<file path="src/design/tpme_pkg.sv">
`timescale 1ns / 1ps
`default_nettype none

package tpme_pkg;

   localparam int POP_W   = 32;
   localparam int DIR_W   = 3;
   localparam int ACC_W   = 40;
   localparam int K_W     = 32;
   localparam int HALF_W  = 20;
   localparam int DENS_W  = 37;
   localparam int VEL_W   = 32;
   localparam int PHASE_W = 30;
   localparam int REQ_W   = 80;
   localparam int RSP_W   = 240;
   localparam int CSR_IDX_W = 1;

   localparam logic [K_W-1:0] K_RESET = 32'h1000_0000;

   // register indexes
   localparam logic [CSR_IDX_W-1:0] CSR_INV_RED  = 1'b0;
   localparam logic [CSR_IDX_W-1:0] CSR_INV_BLUE = 1'b1;

   // quotient selects
   localparam logic [1:0] DIV_VX    = 2'd0;
   localparam logic [1:0] DIV_VY    = 2'd1;
   localparam logic [1:0] DIV_VZ    = 2'd2;
   localparam logic [1:0] DIV_PHASE = 2'd3;

   // scaling multiplier steps
   localparam logic [1:0] MUL_RED_LO  = 2'd0;
   localparam logic [1:0] MUL_RED_HI  = 2'd1;
   localparam logic [1:0] MUL_BLUE_LO = 2'd2;
   localparam logic [1:0] MUL_BLUE_HI = 2'd3;

   typedef struct packed {
      logic       acc_en;
      logic       snap;
      logic       mul_en;
      logic [1:0] mul_step;
      logic       div_start;
      logic [1:0] div_sel;
      logic       div_store;
      logic       load_out;
   } tpme_cmd_type;

   typedef struct packed {
      logic div_busy;
   } tpme_status_type;

   // saturate a 41-bit signed sum to the density width
   function automatic logic [DENS_W-1:0] sat_dens(input logic [ACC_W:0] v);
      logic [ACC_W-DENS_W+1:0] top;
      top = v[ACC_W:DENS_W-1];
      if (top == '0 || top == '1) begin
         return v[DENS_W-1:0];
      end else if (v[ACC_W]) begin
         return {1'b1, {(DENS_W-1){1'b0}}};
      end else begin
         return {1'b0, {(DENS_W-1){1'b1}}};
      end
   endfunction

endpackage

`default_nettype wire

</file>
<file path="src/design/tpme_ctrl.sv">
`timescale 1ns / 1ps
`default_nettype none

module tpme_ctrl (
   input  wire logic                     clock,
   input  wire logic                     reset,
   input  wire logic                     req_tvalid,
   input  wire logic                     req_tlast,
   output logic                          req_tready,
   input  wire logic                     rsp_tready,
   output logic                          rsp_tvalid,
   output tpme_pkg::tpme_cmd_type        cmd,
   input  wire tpme_pkg::tpme_status_type status
);

   typedef enum logic [2:0] {
      ST_ACC,
      ST_MUL,
      ST_DIV_GO,
      ST_DIV_RUN,
      ST_OUT
   } state_type;

   state_type  state_ff, state_in;
   logic [1:0] step_ff, step_in;
   logic [1:0] sel_ff, sel_in;
   logic       rsp_valid_ff, rsp_valid_in;

   always_comb begin
      cmd          = '0;
      state_in     = state_ff;
      step_in      = step_ff;
      sel_in       = sel_ff;
      rsp_valid_in = rsp_valid_ff && !rsp_tready;
      req_tready   = 1'b0;
      unique case (state_ff)
         ST_ACC: begin
            req_tready = 1'b1;
            cmd.acc_en = req_tvalid;
            cmd.snap   = req_tvalid && req_tlast;
            if (cmd.snap) begin
               state_in = ST_MUL;
               step_in  = tpme_pkg::MUL_RED_LO;
            end
         end
         ST_MUL: begin
            cmd.mul_en   = 1'b1;
            cmd.mul_step = step_ff;
            step_in      = step_ff + 2'd1;
            if (step_ff == tpme_pkg::MUL_BLUE_HI) begin
               state_in = ST_DIV_GO;
               sel_in   = tpme_pkg::DIV_VX;
            end
         end
         ST_DIV_GO: begin
            cmd.div_start = 1'b1;
            cmd.div_sel   = sel_ff;
            state_in      = ST_DIV_RUN;
         end
         ST_DIV_RUN: begin
            cmd.div_sel = sel_ff;
            if (!status.div_busy) begin
               cmd.div_store = 1'b1;
               sel_in        = sel_ff + 2'd1;
               state_in      = (sel_ff == tpme_pkg::DIV_PHASE) ? ST_OUT : ST_DIV_GO;
            end
         end
         ST_OUT: begin
            if (!rsp_valid_ff || rsp_tready) begin
               cmd.load_out = 1'b1;
               rsp_valid_in = 1'b1;
               state_in     = ST_ACC;
            end
         end
         default: begin
            state_in = ST_ACC;
         end
      endcase
   end

   always_ff @(posedge clock) begin
      if (reset) begin
         state_ff     <= ST_ACC;
         step_ff      <= '0;
         sel_ff       <= '0;
         rsp_valid_ff <= 1'b0;
      end else begin
         state_ff     <= state_in;
         step_ff      <= step_in;
         sel_ff       <= sel_in;
         rsp_valid_ff <= rsp_valid_in;
      end
   end

   assign rsp_tvalid = rsp_valid_ff;

   a_start_busy: assert property (@(posedge clock) disable iff (reset)
      cmd.div_start |=> status.div_busy)
      else $error("divider not busy after start");

   a_load_valid: assert property (@(posedge clock) disable iff (reset)
      cmd.load_out |=> rsp_valid_ff)
      else $error("result load lost");

   a_no_acc_busy: assert property (@(posedge clock) disable iff (reset)
      (state_ff != ST_ACC) |-> !cmd.acc_en && !cmd.snap)
      else $error("accumulate outside accept phase");

endmodule

`default_nettype wire

</file>
<file path="src/design/tpme_dp.sv">
`timescale 1ns / 1ps
`default_nettype none

module tpme_dp #(
   parameter int FRAC_BITS = 28
) (
   input  wire logic                                  clock,
   input  wire logic                                  reset,
   input  wire logic [tpme_pkg::POP_W-1:0]            pop_red,
   input  wire logic [tpme_pkg::POP_W-1:0]            pop_blue,
   input  wire logic [tpme_pkg::DIR_W-1:0]            dir_x,
   input  wire logic [tpme_pkg::DIR_W-1:0]            dir_y,
   input  wire logic [tpme_pkg::DIR_W-1:0]            dir_z,
   input  wire logic                                  csr_we,
   input  wire logic [tpme_pkg::CSR_IDX_W-1:0]        csr_index,
   input  wire logic [tpme_pkg::K_W-1:0]              csr_wdata,
   input  wire tpme_pkg::tpme_cmd_type                cmd,
   output tpme_pkg::tpme_status_type                  status,
   output logic [tpme_pkg::RSP_W-1:0]                 rsp_tdata
);

   localparam int ACC_W  = tpme_pkg::ACC_W;
   localparam int PROD_W = tpme_pkg::ACC_W + tpme_pkg::K_W;
   localparam int SCL_W  = PROD_W - FRAC_BITS;
   localparam int NUM_W  = SCL_W + 2;
   localparam int DVD_W  = NUM_W + FRAC_BITS;
   localparam int REM_W  = NUM_W + 1;
   localparam int CNT_W  = $clog2(DVD_W + 1);
   localparam int PP_W   = tpme_pkg::HALF_W + tpme_pkg::K_W;
   localparam int VEL_W  = tpme_pkg::VEL_W;

   // configuration
   logic [tpme_pkg::K_W-1:0] kr_ff, kb_ff;

   always_ff @(posedge clock) begin
      if (reset) begin
         kr_ff <= tpme_pkg::K_RESET;
         kb_ff <= tpme_pkg::K_RESET;
      end else if (csr_we) begin
         unique case (csr_index)
            tpme_pkg::CSR_INV_RED:  kr_ff <= csr_wdata;
            tpme_pkg::CSR_INV_BLUE: kb_ff <= csr_wdata;
            default: ;
         endcase
      end
   end

   // accumulation
   logic [ACC_W-1:0] sr_ff, sb_ff, mx_ff, my_ff, mz_ff;
   logic [ACC_W-1:0] sr_in, sb_in, mx_in, my_in, mz_in;
   logic [32:0]      pt;
   logic [35:0]      px, py, pz;

   assign pt = {pop_red[31], pop_red} + {pop_blue[31], pop_blue};
   assign px = {{3{pt[32]}}, pt} * {{33{dir_x[2]}}, dir_x};
   assign py = {{3{pt[32]}}, pt} * {{33{dir_y[2]}}, dir_y};
   assign pz = {{3{pt[32]}}, pt} * {{33{dir_z[2]}}, dir_z};

   assign sr_in = sr_ff + {{(ACC_W-32){pop_red[31]}}, pop_red};
   assign sb_in = sb_ff + {{(ACC_W-32){pop_blue[31]}}, pop_blue};
   assign mx_in = mx_ff + {{(ACC_W-36){px[35]}}, px};
   assign my_in = my_ff + {{(ACC_W-36){py[35]}}, py};
   assign mz_in = mz_ff + {{(ACC_W-36){pz[35]}}, pz};

   // snapshot of one node
   logic [ACC_W-1:0] snr_ff, snb_ff, snx_ff, sny_ff, snz_ff;
   logic [ACC_W:0]   rho_ff;

   always_ff @(posedge clock) begin
      if (reset) begin
         sr_ff <= '0; sb_ff <= '0;
         mx_ff <= '0; my_ff <= '0; mz_ff <= '0;
      end else if (cmd.snap) begin
         sr_ff <= '0; sb_ff <= '0;
         mx_ff <= '0; my_ff <= '0; mz_ff <= '0;
      end else if (cmd.acc_en) begin
         sr_ff <= sr_in; sb_ff <= sb_in;
         mx_ff <= mx_in; my_ff <= my_in; mz_ff <= mz_in;
      end
   end

   always_ff @(posedge clock) begin
      if (cmd.snap) begin
         snr_ff <= sr_in;
         snb_ff <= sb_in;
         snx_ff <= mx_in;
         sny_ff <= my_in;
         snz_ff <= mz_in;
         rho_ff <= {sr_in[ACC_W-1], sr_in} + {sb_in[ACC_W-1], sb_in};
      end
   end

   // density scaling: 20 x 32 partial products, two per density
   logic [ACC_W-1:0]             ms, um;
   logic [tpme_pkg::K_W-1:0]     km;
   logic [tpme_pkg::HALF_W-1:0]  half;
   logic [PP_W-1:0]              pp;
   logic [PROD_W-1:0]            prod_ff, prod_sum;
   logic [SCL_W-1:0]             smag;
   logic [SCL_W:0]               sval, a_ff, b_ff;

   assign ms   = cmd.mul_step[1] ? snb_ff : snr_ff;
   assign km   = cmd.mul_step[1] ? kb_ff : kr_ff;
   assign um   = ms[ACC_W-1] ? (~ms + 1'b1) : ms;
   assign half = cmd.mul_step[0] ? um[ACC_W-1:tpme_pkg::HALF_W] : um[tpme_pkg::HALF_W-1:0];
   assign pp   = PP_W'(half) * PP_W'(km);
   assign prod_sum = prod_ff + (PROD_W'(pp) << tpme_pkg::HALF_W);
   assign smag = prod_sum[PROD_W-1:FRAC_BITS];
   assign sval = ms[ACC_W-1] ? (~{1'b0, smag} + 1'b1) : {1'b0, smag};

   always_ff @(posedge clock) begin
      if (cmd.mul_en) begin
         case (cmd.mul_step)
            tpme_pkg::MUL_RED_LO, tpme_pkg::MUL_BLUE_LO: prod_ff <= PROD_W'(pp);
            tpme_pkg::MUL_RED_HI: a_ff <= sval;
            default:              b_ff <= sval;
         endcase
      end
   end

   // divider operand select
   logic [NUM_W-1:0] n_sel, d_sel, a_x, b_x;

   assign a_x = {a_ff[SCL_W], a_ff};
   assign b_x = {b_ff[SCL_W], b_ff};

   always_comb begin
      case (cmd.div_sel)
         tpme_pkg::DIV_VX: n_sel = {{(NUM_W-ACC_W){snx_ff[ACC_W-1]}}, snx_ff};
         tpme_pkg::DIV_VY: n_sel = {{(NUM_W-ACC_W){sny_ff[ACC_W-1]}}, sny_ff};
         tpme_pkg::DIV_VZ: n_sel = {{(NUM_W-ACC_W){snz_ff[ACC_W-1]}}, snz_ff};
         default:          n_sel = a_x - b_x;
      endcase
      if (cmd.div_sel == tpme_pkg::DIV_PHASE) begin
         d_sel = a_x + b_x;
      end else begin
         d_sel = {{(NUM_W-ACC_W-1){rho_ff[ACC_W]}}, rho_ff};
      end
   end

   // restoring divider, one quotient bit per cycle
   logic [DVD_W-1:0] dvd_ff;
   logic [REM_W-1:0] rem_ff, rem_sh;
   logic [NUM_W-1:0] ud_ff;
   logic [CNT_W-1:0] cnt_ff;
   logic             busy_ff, neg_ff, zero_ff, npos_ff, nneg_ff;
   logic             ge;
   logic [NUM_W-1:0] un_sel, ud_sel;

   assign un_sel = n_sel[NUM_W-1] ? (~n_sel + 1'b1) : n_sel;
   assign ud_sel = d_sel[NUM_W-1] ? (~d_sel + 1'b1) : d_sel;
   assign rem_sh = {rem_ff[REM_W-2:0], dvd_ff[DVD_W-1]};
   assign ge     = rem_sh >= {1'b0, ud_ff};

   always_ff @(posedge clock) begin
      if (reset) begin
         busy_ff <= 1'b0;
      end else if (cmd.div_start) begin
         busy_ff <= 1'b1;
      end else if (busy_ff && cnt_ff == CNT_W'(1)) begin
         busy_ff <= 1'b0;
      end
   end

   always_ff @(posedge clock) begin
      if (cmd.div_start) begin
         dvd_ff  <= {un_sel, {FRAC_BITS{1'b0}}};
         rem_ff  <= '0;
         ud_ff   <= ud_sel;
         cnt_ff  <= CNT_W'(DVD_W);
         neg_ff  <= n_sel[NUM_W-1] ^ d_sel[NUM_W-1];
         zero_ff <= (d_sel == '0);
         npos_ff <= !n_sel[NUM_W-1] && (n_sel != '0);
         nneg_ff <= n_sel[NUM_W-1];
      end else if (busy_ff) begin
         rem_ff <= ge ? (rem_sh - {1'b0, ud_ff}) : rem_sh;
         dvd_ff <= {dvd_ff[DVD_W-2:0], ge};
         cnt_ff <= cnt_ff - 1'b1;
      end
   end

   assign status.div_busy = busy_ff;

   // saturate and sign the quotient
   logic [VEL_W-1:0] lim_pos, lim_neg, lim, qmag, qval;

   always_comb begin
      if (cmd.div_sel == tpme_pkg::DIV_PHASE) begin
         lim_pos = VEL_W'((64'd1 << (tpme_pkg::PHASE_W - 1)) - 64'd1);
         lim_neg = VEL_W'(64'd1 << (tpme_pkg::PHASE_W - 1));
      end else begin
         lim_pos = VEL_W'((64'd1 << (VEL_W - 1)) - 64'd1);
         lim_neg = VEL_W'(64'd1 << (VEL_W - 1));
      end
      lim  = neg_ff ? lim_neg : lim_pos;
      qmag = (dvd_ff > DVD_W'(lim)) ? lim : dvd_ff[VEL_W-1:0];
      if (zero_ff) begin
         if (npos_ff) begin
            qval = lim_pos;
         end else if (nneg_ff) begin
            qval = ~lim_neg + 1'b1;
         end else begin
            qval = '0;
         end
      end else begin
         qval = neg_ff ? (~qmag + 1'b1) : qmag;
      end
   end

   logic [VEL_W-1:0]            vx_ff, vy_ff, vz_ff;
   logic [tpme_pkg::PHASE_W-1:0] ph_ff;
   logic                        fault_ff;

   always_ff @(posedge clock) begin
      if (cmd.snap) begin
         fault_ff <= 1'b0;
      end else if (cmd.div_store) begin
         fault_ff <= fault_ff | zero_ff;
      end
      if (cmd.div_store) begin
         case (cmd.div_sel)
            tpme_pkg::DIV_VX: vx_ff <= qval;
            tpme_pkg::DIV_VY: vy_ff <= qval;
            tpme_pkg::DIV_VZ: vz_ff <= qval;
            default:          ph_ff <= qval[tpme_pkg::PHASE_W-1:0];
         endcase
      end
   end

   // result register
   always_ff @(posedge clock) begin
      if (cmd.load_out) begin
         rsp_tdata <= {2'b00, fault_ff, ph_ff, vz_ff, vy_ff, vx_ff,
                       tpme_pkg::sat_dens({snb_ff[ACC_W-1], snb_ff}),
                       tpme_pkg::sat_dens({snr_ff[ACC_W-1], snr_ff}),
                       tpme_pkg::sat_dens(rho_ff)};
      end
   end

endmodule

`default_nettype wire

</file>
<file path="src/design/two_phase_moment_extraction.sv">
`timescale 1ns / 1ps
`default_nettype none

// Channel   Direction  Payload
// req_*     in         one direction's populations and lattice velocity
// rsp_*     out        one node's densities, velocity, phase field, fault
// csr_*     in         reciprocal reference densities (write only)
//
// Non-last transfers are absorbed one per cycle into the accumulators.
// A last transfer is followed by density scaling on a 20x32 multiplier in
// red-low, red-high, blue-low and blue-high steps, then four serial
// divisions on one shared restoring divider; req_tready is low meanwhile.
// The result waits in its register while a new node streams in.
// Reset is synchronous: it clears accumulators and sets both reciprocals to 1.0.

module two_phase_moment_extraction #(
   parameter int FRAC_BITS = 28
) (
   input  wire logic                              clock,
   input  wire logic                              reset,
   input  wire logic                              req_tvalid,
   output logic                                   req_tready,
   // pop_red[31:0], pop_blue[63:32], dir_x[66:64], dir_y[69:67], dir_z[72:70]
   input  wire logic [tpme_pkg::REQ_W-1:0]        req_tdata,
   input  wire logic                              req_tlast,   // last_dir
   output logic                                   rsp_tvalid,
   input  wire logic                              rsp_tready,
   // density_total[36:0], density_red[73:37], density_blue[110:74],
   // vel_x[142:111], vel_y[174:143], vel_z[206:175], phase_field[236:207],
   // div_fault[237]
   output logic [tpme_pkg::RSP_W-1:0]             rsp_tdata,
   input  wire logic                              csr_we,
   input  wire logic [tpme_pkg::CSR_IDX_W-1:0]    csr_index,
   input  wire logic [tpme_pkg::K_W-1:0]          csr_wdata
);

   tpme_pkg::tpme_cmd_type    cmd;
   tpme_pkg::tpme_status_type status;

   // sequence accumulate, scale, divide and result hand-off
   tpme_ctrl u_ctrl (
      .clock      (clock),
      .reset      (reset),
      .req_tvalid (req_tvalid),
      .req_tlast  (req_tlast),
      .req_tready (req_tready),
      .rsp_tready (rsp_tready),
      .rsp_tvalid (rsp_tvalid),
      .cmd        (cmd),
      .status     (status)
   );

   // unpack the request fields and hold all arithmetic
   tpme_dp #(
      .FRAC_BITS (FRAC_BITS)
   ) u_dp (
      .clock     (clock),
      .reset     (reset),
      .pop_red   (req_tdata[31:0]),
      .pop_blue  (req_tdata[63:32]),
      .dir_x     (req_tdata[66:64]),
      .dir_y     (req_tdata[69:67]),
      .dir_z     (req_tdata[72:70]),
      .csr_we    (csr_we),
      .csr_index (csr_index),
      .csr_wdata (csr_wdata),
      .cmd       (cmd),
      .status    (status),
      .rsp_tdata (rsp_tdata)
   );

endmodule

`default_nettype wire

</file>
<file path="config.mk">
export PLATFORM = sky130hd
export DESIGN_NAME = two_phase_moment_extraction
export DESIGN_NICKNAME = d
export VERILOG_FILES = /design/src/design/tpme_pkg.sv /design/src/design/tpme_ctrl.sv /design/src/design/tpme_dp.sv /design/src/design/two_phase_moment_extraction.sv
export SDC_FILE = /design/constraint.sdc
export NUM_CORES = 2
export LEC_CHECK = 0
export CAP_MARGIN = 20
export CORE_MARGIN = 3
export CORE_UTILIZATION = 65
export DETAILED_ROUTE_END_ITERATION = 8
export DONT_BUFFER_PORTS = 1
export PLACE_DENSITY = 0.81
export SLEW_MARGIN = 20
export SYNTH_ARGS = -nofsm -noshare
export SYNTH_HDL_FRONTEND = slang
export SYNTH_SLANG_ARGS = --single-unit
</file>
<file path="constraint.sdc">
create_clock -name clock -period 16.7 [get_ports clock]
set_clock_uncertainty 0.15 [all_clocks]
set_input_delay 1.67 -clock clock [delete_from_list [all_inputs] [get_ports clock]]
set_output_delay 1.67 -clock clock [all_outputs]
set_load 0.02 [all_outputs]
</file>
==> impl_metrics.json <==
{
  "clockBufferDepth": 3,
  "grt_pass1_vias": 80965,
  "postPlaceCellArea_um2": 102300,
  "clkPwrFrac": 0.156,
  "cts-resized-gates": 0,
  "nFillCells": 11595,
  "fin_area_um2": 106700,
  "post_drt_wl_per_cell_um": 23.01,
  "synth_edf_count": 823,
  "cts_tree": "yes",
  "switchingPower_mw": 9.063,
  "crit_path_end_kind": "register",
  "rsz0062_at_grt": "no",
  "pre_cts_ws_ns": 1.744,
  "worst_pin_slew_ns": 1.241,
  "cts.clk_slew.worst_paths_ns": 0.06,
  "setup_viol": 0,
  "htree_levels": 4,
  "required_ns": 17.06,
  "grt_pass1_wl_um": 459100,
  "ys.warnings.count": 0,
  "fin_crit_sh": 0.9162,
  "antenna_found_initial": 14,
  "cts_buffers": 130,
  "syn_inst": 11132,
  "ys_types": 107,
  "seqPwrFrac": 0.234,
  "insertion_delay_ns": 0.84,
  "vias": 83116,
  "p_total_mw": 18.76,
  "crit_slowest_cell": "dfxtp_1",
  "routabilityCongestion": 1.002,
  "die_h_um": 398.8,
  "p_int_mw": 9.697,
  "mostFrequentLayoutCell": "nand2_1",
  "layout_common_cells": "nand2_1, inv_1, nor2_1",
  "core_um2": 152600,
  "setup_tns_ns": 0,
  "status": "finished clean",
  "ant_nets": 0,
  "start_util": 0.6572,
  "cts_setup_buffers": 0,
  "dr.pass1.iters": 8,
  "synth_ff_type": "edfxtp_1",
  "nNetsFinal": 12523,
  "cts_root_buf": "clkbuf_16",
  "initialDrtViolationCount": 8471,
  "cp-start-kind": "register",
  "final_layout_size_suffix_gt1_frac": 0.04480,
  "area_growth_pct": 6.365,
  "worstPathArrival_ns": 15.66,
  "critPathMaxFanout": 25,
  "synth_area_um2": 100300,
  "combPwrFrac": 0.610,
  "syn_avg_cell_area_um2": 9.011,
  "rows": 143,
  "hpwl_um": 230200,
  "vdd_ir_drop_max_v": 0.0002771,
  "drcViolationCount": 0,
  "cts.sinks": 1178,
  "min_period_ns": 15.30,
  "hold_buffers": 0,
  "wl_um": 300500,
  "async_flop_share": 0,
  "grt_overflow_total": 0,
  "die_w_um": 398.8,
  "vias_per_cell": 6.366,
  "cap_violations": 0,
  "max_freq_mhz": 65.35,
  "power_leakage_nw": 46.57,
  "ys_seq_elements": 1178,
  "ys_seq_area_frac": 0.3172,
  "relSlewSlack": 0.1666,
  "io_buffer_count": 0,
  "drv_slew": 0,
  "hold_viol": 0,
  "grt_max_degree": 102,
  "grt_usage": 0.3722,
  "hold_class": "reg -> reg",
  "boundaryPins": 361,
  "setup_ws_ns": 1.399,
  "dieArea_um2": 159100,
  "max_stage_delay_ns": 0.71,
  "crit_type": "reg -> reg",
  "switching_share": 0.4831,
  "power.density_nw_per_um2": 175.8
}
[cells by family after synthesis]
family	count (synthesis)	synth area share
other	1	0.00003739
buffers and inverters	1541	0.05783
xor gates and xnor gates	650	0.05683
adders and majority gates	1485	0.2337
AOI/OAI and AO/OA	2475	0.1560
muxes	155	0.01593
DFF	1178	0.3172
and+or+nand+nor	3647	0.1624
[per-stage QoR]
step                std cells  hold slack [ns]    util
CTS                     13056           0.2636  0.6988
finish                  13057           0.2626  0.6991
floorplan               11133           0.2503       -
global placement        12817           0.2507  0.6698
detailed placement      12817           0.2545  0.6700
global route            13056           0.2720  0.6990
[cell type report]
cell class | instances | area, um^2 | share of cell area
antenna | 1 | 2.502 | 0.00002345
clock buffer | 160 | 3437 | 0.03221
clock inverter | 79 | 959.7 | 0.008995
inverter | 1065 | 4001 | 0.03750
multi-input combinational | 8414 | 62940 | 0.5899
sequential | 1178 | 31830 | 0.2983
tap | 2030 | 2540 | 0.02381
timing repair buffer | 130 | 983.4 | 0.009218
[cell usage after synthesis (208+ instances only)]
cell / instances / area share
a21oi_1: 845 / 0.042
xnor2_1: 441 / 0.039
nand2_1: 1644 / 0.062
clkbuf_1: 422 / 0.016
inv_1: 1062 / 0.040
dfxtp_1: 355 / 0.071
ha_1: 837 / 0.10
fa_1: 648 / 0.13
o21ai_0: 483 / 0.024
nor2_1: 891 / 0.033
xor2_1: 208 / 0.018
a21o_1: 240 / 0.018
edfxtp_1: 823 / 0.25
[worst max-delay path: cells and delay by family (launching register included)]
kind                     cells  cell delay, ns
AO/OA/AOI/OAI               18            4.46
XOR/XNOR                     3            0.55
adder cells (fa/ha/maj)      9            4.26
buffers and inverters        6            0.61
flip-flops                   1            0.71
multiplexers                 1            0.54
AND/OR/NAND/NOR             15            3.70
[state kept, by name, indices dropped and copies added (netlist names), 41 cells and up]
register        count
u_dp.a_ff          45
u_dp.rho_ff        41
u_dp.b_ff          45
u_dp.ud_ff         46
u_dp.rsp_tdata    238
u_dp.dvd_ff        74
u_dp.rem_ff        46
[power by group through the flow]
stage	logic, mW	registers [mW]	clock network (mW)
4_1_cts	11.1	4.37	2.96
3_3_place_gp	10.7	4.41	0
3_5_place_dp	11.0	4.43	0
2_1_floorplan	7.78	4.28	0
6_report	11.4	4.38	2.93
5_1_grt	12.4	4.41	3.08
[per-layer routing]
metal,vias to the layer above,global-route usage,wire length (um)
met5,-,0,54
met4,8,0.2070,19240
met3,868,0.07861,29970
met1,40307,0.4806,115300
met2,4098,0.5852,135900
li1,37835,-,-
[path summary, 6_finish.rpt]
| kind | start | endpoint | slack (ns) | depth (start not counted) |
|---|---|---|---|---|
| setup / recovery | u_ctrl.state_ff[0] | u_dp.b_ff[43] | 1.40 | 52 |
| hold / removal | u_dp.vz_ff[29] | u_dp.rsp_tdata[204] | 0.26 | 0 |
| setup reg to reg | u_ctrl.state_ff[0] | u_dp.b_ff[43] | 1.40 | 52 |
| hold reg to reg | u_dp.vz_ff[29] | u_dp.rsp_tdata[204] | 0.26 | 0 |
No activity file was read; power rests on OpenSTA's default activity.
